### config.mk
export PLATFORM = sky130hd
export DESIGN_NAME = pass_fail_response_matcher
export DESIGN_NICKNAME = d
export VERILOG_FILES = /design/src/rtl/pfrm_pkg.sv /design/src/rtl/pass_fail_response_matcher.sv
export VERILOG_INCLUDE_DIRS = /design/src /design/src/rtl
export SDC_FILE = /design/constraint.sdc
export NUM_CORES = 1
export LEC_CHECK = 0
export BUFFER_PORTS_ARGS = -buffer_cell sky130_fd_sc_hd__buf_2
export CORE_MARGIN = 1
export CORE_UTILIZATION = 35
export DETAILED_ROUTE_END_ITERATION = 8
export SYNTH_ARGS = -nofsm -noshare
export SYNTH_HDL_FRONTEND = slang
export SYNTH_SLANG_ARGS = --single-unit
### constraint.sdc
create_clock -name i_clk -period 5.83 [get_ports i_clk]
set_input_delay 0.2915 -clock i_clk [delete_from_list [all_inputs] [get_ports i_clk]]
set_output_delay 0.2915 -clock i_clk [all_outputs]
set_load 0.01 [all_outputs]
### src/rtl/assert_macros.svh
// Assertion macros for the RTL of the response matcher.
// No dependencies; the assertions compile out when SYNTHESIS is defined.
`ifndef ASSERT_MACROS_SVH
`define ASSERT_MACROS_SVH

`ifndef SYNTHESIS

// Checked only while out of reset.
`define PFRM_ASSERT(lbl, prop, msg) \
    lbl: assert property (@(posedge i_clk) disable iff (!i_rst_n) prop) else $error(msg);

// Checked at every edge, reset included.
`define PFRM_ASSERT_ALWAYS(lbl, prop, msg) \
    lbl: assert property (@(posedge i_clk) prop) else $error(msg);

`else

`define PFRM_ASSERT(lbl, prop, msg)
`define PFRM_ASSERT_ALWAYS(lbl, prop, msg)

`endif

`endif

### src/rtl/pfrm_pkg.sv
// Package for the pass/fail response matcher: command, verdict and register codes,
// field widths, register reset values and string-match helpers. No dependencies.
package pfrm_pkg;

    localparam int unsigned MAX_PATTERN = 8;
    localparam int unsigned CNT_W       = 4;
    localparam int unsigned TICK_W      = 24;
    localparam int unsigned PAT_W       = 64;
    localparam int unsigned CFG_ADDR_W  = 3;

    localparam logic [TICK_W-1:0] TICK_MAX = {TICK_W{1'b1}};

    typedef enum logic [1:0] {
        CMD_START = 2'd0,
        CMD_BYTE  = 2'd1,
        CMD_TICK  = 2'd2
    } t_cmd;

    typedef enum logic [1:0] {
        VERDICT_PASS    = 2'd0,
        VERDICT_FAIL    = 2'd1,
        VERDICT_TIMEOUT = 2'd2
    } t_verdict;

    typedef enum logic [CFG_ADDR_W-1:0] {
        REG_PASS_PATTERN  = 3'd0,
        REG_PASS_LENGTH   = 3'd1,
        REG_FAIL_PATTERN  = 3'd2,
        REG_FAIL_LENGTH   = 3'd3,
        REG_FAIL_ENABLE   = 3'd4,
        REG_TIMEOUT_LIMIT = 3'd5
    } t_reg_idx;

    localparam logic [PAT_W-1:0]  RST_PASS_PATTERN  = 64'd19279;
    localparam logic [CNT_W-1:0]  RST_PASS_LENGTH   = 4'd2;
    localparam logic [PAT_W-1:0]  RST_FAIL_PATTERN  = 64'd353518113349;
    localparam logic [CNT_W-1:0]  RST_FAIL_LENGTH   = 4'd5;
    localparam logic              RST_FAIL_ENABLE   = 1'b1;
    localparam logic [TICK_W-1:0] RST_TIMEOUT_LIMIT = 24'd1000;

    // Step result of one string matcher
    typedef struct packed {
        logic [CNT_W-1:0] count;
        logic             done;
    } t_match;

    // A length of zero counts as one, lengths above MAX_PATTERN are clamped.
    function automatic logic [CNT_W-1:0] eff_length(input logic [CNT_W-1:0] len);
        logic [CNT_W-1:0] res;
        if (len == '0) begin
            res = CNT_W'(1);
        end else if (len > CNT_W'(MAX_PATTERN)) begin
            res = CNT_W'(MAX_PATTERN);
        end else begin
            res = len;
        end
        return res;
    endfunction

    // Advance a match count with one byte. A mismatch drops the count to zero
    // without comparing the byte against the first character again.
    function automatic t_match advance(input logic [CNT_W-1:0] count,
                                       input logic [PAT_W-1:0] pattern,
                                       input logic [CNT_W-1:0] len_reg,
                                       input logic [7:0]       rx);
        logic [CNT_W-1:0] len;
        logic [CNT_W-1:0] idx;
        logic [7:0]       ch;
        t_match           res;
        len = eff_length(len_reg);
        idx = (count >= len) ? '0 : count;
        ch  = pattern[{idx[2:0], 3'b000} +: 8];
        if (rx == ch) begin
            res.count = idx + CNT_W'(1);
            res.done  = (res.count == len);
        end else begin
            res.count = '0;
            res.done  = 1'b0;
        end
        return res;
    endfunction

endpackage

### src/rtl/pass_fail_response_matcher.sv
// Pass/fail response matcher, top level.
// Depends on pfrm_pkg and assert_macros.svh.
//
// Usage:
//  - Input channel (i_in_valid / o_in_ready) carries one word: i_cmd and
//    i_rx_byte. START opens a match and clears both string counts and the
//    elapsed tick count; BYTE feeds one received character; TICK counts one
//    millisecond. Command code 3 is dropped without a result.
//  - Output channel (o_out_valid / i_out_ready) carries at most one verdict
//    word per input word: PASS, FAIL or TIMEOUT. After a verdict the matcher
//    goes inactive and ignores bytes and ticks until the next START. A START
//    with a zero timeout limit answers TIMEOUT at once.
//  - Registers are written through i_cfg_we / i_cfg_addr / i_cfg_data by the user
//    only while no word is in flight (not enforced). Unused indexes are dropped.
//  - Path: an accepted word is held in the input register and evaluated there;
//    its verdict is written into the verdict register.
//  - Throughput: one word per cycle when not stalled; the string compare and tick
//    update are a single pass of logic between the input and verdict registers.
//  - Stall: the verdict register holds while i_out_ready is low; the input
//    register still takes one more word, and a word that gives no verdict
//    passes through even with a verdict waiting.
//  - Reset (synchronous, i_rst_n low): matcher inactive, counts zero, both
//    registers empty, configuration back to its defaults.
module pass_fail_response_matcher (
    input  logic                                i_clk,
    input  logic                                i_rst_n,
    // input words
    input  logic                                i_in_valid,
    output logic                                o_in_ready,
    input  logic [1:0]                          i_cmd,
    input  logic [7:0]                          i_rx_byte,
    // verdict words
    output logic                                o_out_valid,
    input  logic                                i_out_ready,
    output logic [1:0]                          o_verdict,
    // register writes
    input  logic                                i_cfg_we,
    input  logic [pfrm_pkg::CFG_ADDR_W-1:0]     i_cfg_addr,
    input  logic [pfrm_pkg::PAT_W-1:0]          i_cfg_data
);
    import pfrm_pkg::*;

    `include "assert_macros.svh"

    // Configuration registers
    logic [PAT_W-1:0]  r_pass_pattern;
    logic [CNT_W-1:0]  r_pass_length;
    logic [PAT_W-1:0]  r_fail_pattern;
    logic [CNT_W-1:0]  r_fail_length;
    logic              r_fail_enable;
    logic [TICK_W-1:0] r_timeout_limit;

    // Match state
    logic              r_active,  n_active;
    logic [CNT_W-1:0]  r_pass_count, n_pass_count;
    logic [CNT_W-1:0]  r_fail_count, n_fail_count;
    logic [TICK_W-1:0] r_elapsed, n_elapsed;

    // Input register
    logic              r_in_valid;
    t_cmd              r_cmd;
    logic [7:0]        r_rx_byte;

    // Verdict register
    logic              r_out_valid;
    t_verdict          r_verdict;

    // Evaluation of the held word
    t_match            pass_m;
    t_match            fail_m;
    logic [TICK_W-1:0] tick_next;
    logic              produce;
    t_verdict          verdict;
    logic              proc;

    always_ff @(posedge i_clk) begin
        if (!i_rst_n) begin
            r_pass_pattern  <= RST_PASS_PATTERN;
            r_pass_length   <= RST_PASS_LENGTH;
            r_fail_pattern  <= RST_FAIL_PATTERN;
            r_fail_length   <= RST_FAIL_LENGTH;
            r_fail_enable   <= RST_FAIL_ENABLE;
            r_timeout_limit <= RST_TIMEOUT_LIMIT;
        end else if (i_cfg_we) begin
            case (t_reg_idx'(i_cfg_addr))
                REG_PASS_PATTERN:  r_pass_pattern  <= i_cfg_data;
                REG_PASS_LENGTH:   r_pass_length   <= i_cfg_data[CNT_W-1:0];
                REG_FAIL_PATTERN:  r_fail_pattern  <= i_cfg_data;
                REG_FAIL_LENGTH:   r_fail_length   <= i_cfg_data[CNT_W-1:0];
                REG_FAIL_ENABLE:   r_fail_enable   <= i_cfg_data[0];
                REG_TIMEOUT_LIMIT: r_timeout_limit <= i_cfg_data[TICK_W-1:0];
                default: ;
            endcase
        end
    end

    assign pass_m    = advance(r_pass_count, r_pass_pattern, r_pass_length, r_rx_byte);
    assign fail_m    = advance(r_fail_count, r_fail_pattern, r_fail_length, r_rx_byte);
    assign tick_next = (r_elapsed == TICK_MAX) ? r_elapsed : r_elapsed + TICK_W'(1);

    // Next match state and verdict for the held word
    always_comb begin
        n_active     = r_active;
        n_pass_count = r_pass_count;
        n_fail_count = r_fail_count;
        n_elapsed    = r_elapsed;
        produce      = 1'b0;
        verdict      = VERDICT_TIMEOUT;
        case (r_cmd)
            CMD_START: begin
                n_pass_count = '0;
                n_fail_count = '0;
                n_elapsed    = '0;
                if (r_timeout_limit == '0) begin
                    n_active = 1'b0;
                    produce  = 1'b1;
                end else begin
                    n_active = 1'b1;
                end
            end
            CMD_BYTE: begin
                if (r_active) begin
                    // pass string has priority; fail count untouched on a pass
                    n_pass_count = pass_m.count;
                    if (pass_m.done) begin
                        n_active = 1'b0;
                        produce  = 1'b1;
                        verdict  = VERDICT_PASS;
                    end else if (r_fail_enable) begin
                        n_fail_count = fail_m.count;
                        if (fail_m.done) begin
                            n_active = 1'b0;
                            produce  = 1'b1;
                            verdict  = VERDICT_FAIL;
                        end
                    end
                end
            end
            CMD_TICK: begin
                if (r_active) begin
                    n_elapsed = tick_next;
                    if (tick_next >= r_timeout_limit) begin
                        n_active = 1'b0;
                        produce  = 1'b1;
                    end
                end
            end
            default: ;
        endcase
    end

    // Held word moves on unless it makes a verdict and the verdict slot is full and stalled
    assign proc       = r_in_valid && (!produce || !r_out_valid || i_out_ready);
    assign o_in_ready = !r_in_valid || proc;

    always_ff @(posedge i_clk) begin
        if (!i_rst_n) begin
            r_in_valid   <= 1'b0;
            r_active     <= 1'b0;
            r_pass_count <= '0;
            r_fail_count <= '0;
            r_elapsed    <= '0;
            r_out_valid  <= 1'b0;
        end else begin
            if (o_in_ready) begin
                r_in_valid <= i_in_valid;
            end
            if (proc) begin
                r_active     <= n_active;
                r_pass_count <= n_pass_count;
                r_fail_count <= n_fail_count;
                r_elapsed    <= n_elapsed;
            end
            if (proc && produce) begin
                r_out_valid <= 1'b1;
            end else if (i_out_ready) begin
                r_out_valid <= 1'b0;
            end
        end
    end

    // Payload registers, no reset
    always_ff @(posedge i_clk) begin
        if (o_in_ready && i_in_valid) begin
            r_cmd     <= t_cmd'(i_cmd);
            r_rx_byte <= i_rx_byte;
        end
        if (proc && produce) begin
            r_verdict <= verdict;
        end
    end

    assign o_out_valid = r_out_valid;
    assign o_verdict   = r_verdict;

    `PFRM_ASSERT_ALWAYS(a_reset_idle, !i_rst_n |=> !r_active && !r_in_valid && !r_out_valid, "reset left matcher busy")
    `PFRM_ASSERT(a_verdict_closes, proc && produce |=> !r_active, "verdict did not close the match")
    `PFRM_ASSERT(a_count_bound, r_pass_count <= CNT_W'(MAX_PATTERN) && r_fail_count <= CNT_W'(MAX_PATTERN), "match count beyond pattern size")
    `PFRM_ASSERT(a_out_hold, r_out_valid && !i_out_ready |=> r_out_valid && $stable(r_verdict), "stalled verdict overwritten")
    `PFRM_ASSERT(a_in_hold, r_in_valid && !proc |=> r_in_valid && $stable(r_cmd) && $stable(r_rx_byte), "held input word lost")

endmodule

==> results.yml <==
status:
  outcome: "finished clean"
yosys:
  synth_top_area_share_pct: 36.14
  synth-edff-count: 12
  synthesis.nets: 1480
  synth.largest_area_cell: "dfxtp_1"
  syn_area_per_cell_um2: 7.989
  yosysWarningCount: 0
  syn_area_um2: 10860
  netlist_instances: 1359
  synth_seq_cells: 208
  synthTopCellsByArea: "dfxtp_1 36%, nand2_1 12%, a21oi_1 6.9%"
  synth_seq_area_share_pct: 39.46
  synthFlopType: "dfxtp_1"
  synthTopCellsByCount: "353 x nand2_1, 196 x dfxtp_1, 150 x a21oi_1, 63 x clkbuf_1"
  synth.distinct_cells: 85
  synthMostInstantiatedCell: "nand2_1"
  synthArstFlopShare_pct: 0
timing:
  setup_viol: 0
  hold_violations: 0
  fin_skew_ns: 0.04076
  slew_headroom_pct: 32.74
  worst-slew-pin-transition_ns: 1.009
  fin_crit_ns: 5.233
  period_share_pct: 89.76
  rsz0062_at_grt: "no"
  drv_slew: 0
  fin_worst_hold_slack_ns: 0.01393
  tns_ns: 0
  fmax_mhz: 191.1
place:
  io_buffers: 85
  dpl.hpwl_mm: 24.79
  place_congestion: 0.8792
clock_network:
  ctsLongestPathBuffers: 3
  numCtsBuffers: 24
  cts-root-buf: "clkbuf_16"
  clock_latency_ns: 0.55
  cts_tree: "built"
  clk_pin_slew_worst_paths_ns: 0.06
  clock_sinks: 208
  cts_resized: 0
  htree_num_levels: 1
layout:
  nets: 1564
  final_core_util_pct: 41.95
  diodes: 0
  drive_above_1_share_pct: 13.14
  syn2layout_area_growth_pct: 18.21
detailed_routing:
  dr.pass1.iters: 5
  drc: 0
  vias: 10177
  drt_iter0_drc: 1022
  drt-total-wl_mm: 35.16
  vias_per_cell: 5.480
  ant_nets: 0
  wl_per_cell_um: 18.93
setup_path:
  setup.worst_path.start: "r_fail_length[3]$_SDFFE_PN0P_"
  path_class: "reg2out"
  crit_arrival_ns: 4.94
  cp-end-kind: "output pin"
  start_kind: "register"
  r2r_start: "r_elapsed[4]$_SDFFE_PN0P_"
  crit_required_ns: 5.54
  critPathMaxFanout: 7
global_routing:
  antenna_found_initial: 0
  grt_pass1_wl_mm: 54.14
  grt_start_max_net_pins: 77
  grt_pass1_vias: 9398
  grt_usage_pct: 21.90
  grt_overflow: 0
die:
  die_w_um: 178.1
  dieArea_um2: 31730
  die_h_um: 178.1
  io_pins: 86
  initial_utilization_pct: 35.49
  core-area_um2: 30590
  num_rows: 64
power_and_ir_drop:
  p_sw_w: 0.0008459
  clockPowerShare_pct: 47.3
  intPower_w: 0.002505
  p_per_area_nw_per_um2: 261.1
  vdd_drop_max_uv: 195.2
  total_power_w: 0.003351
  p_comb_share_pct: 8.0
  swShare_pct: 25.24
  power.leakage_nw: 4.886
  seq_power_share_pct: 44.7
worst_hold_path:
  hp-class: "in2reg"
  hp-start: "i_cfg_data[31]"
run:
  max-cap-violations: 0
==> final cells by class <==
type,count,area (µm²)
Tap cell,396,495.5
Timing Repair Buffer,141,943.4
Multi-Input combinational cell,1019,6076
Fill cell,3124,17760
Clock buffer,36,745.7
Sequential cell,208,4284
Inverter,49,186.4
Clock inverter,8,102.6
==> state kept, by name, indices dropped and copies added, names as in the netlist <==
register,cells
r_cmd,2
r_pass_length,4
r_in_valid,1
r_rx_byte,8
r_fail_enable,1
r_pass_count,4
r_fail_length,4
r_pass_pattern,64
r_timeout_limit,24
o_verdict,2
r_elapsed,24
o_out_valid,1
r_active,1
r_fail_pattern,64
r_fail_count,4
==> worst max-delay path, stage by stage (launching register included) <==
cell	delay [ns]
dfxtp_1	0.34
inv_1	0.12
nand2_1	0.11
ha_1	0.31
o211ai_1	0.14
o211ai_1	0.54
inv_1	0.27
ha_1	0.29
xnor2_1	0.25
or4b_2	0.61
a31oi_1	0.26
nand4_1	0.21
nor2_4	0.22
o31ai_1	0.10
a21oi_1	0.40
nand2_1	0.09
buf_2	0.16
==> per-stage QoR <==
step | std cells | worst slack [ns] | area [µm²]
floorplan | 1359 | 1.080 | 10860
global placement | 1774 | 1.060 | 11590
detailed placement | 1774 | 0.8670 | 11590
CTS | 1857 | 0.5633 | 12830
global route | 1857 | 0.1888 | 12830
finish | 1857 | 0.5971 | 12830
==> worst paths after layout <==
kind	to	slack (ns)	depth (start not counted)
setup / recovery	o_in_ready	0.60	16
hold / removal	r_pass_pattern[31]$_SDFFE_PN0P_	0.01	3
setup reg to reg	r_elapsed[23]$_SDFFE_PN0P_	0.77	21
hold reg to reg	r_pass_pattern[51]$_SDFFE_PN0P_	0.45	2
==> power by group through the flow <==
| stage | combinational, W | clock [W] | sequential [W] |
|---|---|---|---|
| 2_1_floorplan | 0.000152 | 0 | 0.00152 |
| 3_3_place_gp | 0.000243 | 0 | 0.00153 |
| 3_5_place_dp | 0.000245 | 0 | 0.00153 |
| 4_1_cts | 0.000267 | 0.00160 | 0.00150 |
| 5_1_grt | 0.000291 | 0.00167 | 0.00150 |
| 6_report | 0.000267 | 0.00159 | 0.00150 |
==> layout by cell type, fill, tap and decap left out, drive strengths merged, types with 5 or more instances in the layout <==
cell type,count
nand3,53
a31oi,6
xor2,11
inv,51
nor3,13
o21ai,40
buf,102
mux2i,36
o211ai,22
nor4,10
nor3b,7
clkbuf,36
a221oi,11
edfxtp,12
nand4,27
ha,39
a22oi,6
a211oi,13
nor2b,11
o32ai,9
mux2,11
o21a,6
a21o,10
dlygate4sd3,39
a21oi,153
nor2,54
nand2b,7
xnor2,24
a32o,5
dfxtp,196
and2,6
or3,6
a221o,9
o31ai,5
nand2,354
==> what timing repair did <==
action / in CTS / in global routing
buffers inserted: 0 / 0
hold buffers: 39 / 0
endpoints found under the hold margin: 64 / 0
==> per-layer routing <==
metal	global-route usage (%)	share of wire (%)	up-vias	routed length (µm)
met5	0	0	-	0
met1	30.74	47	4908	16420
met2	35.39	46	294	16180
met4	4.986	1.7	0	603
met3	2.899	5.6	34	1959
li1	-	-	4941	-
==> logic make-up after synthesis <==
kind of cell,share of synthesized area (%)
xor+xnor,2.824
buf+inv,4.794
mux,5.290
simple gates,23.34
fa+ha+maj,4.495
flops,39.46
compound gates,19.80
No activity file was read; power rests on OpenSTA's default activity.
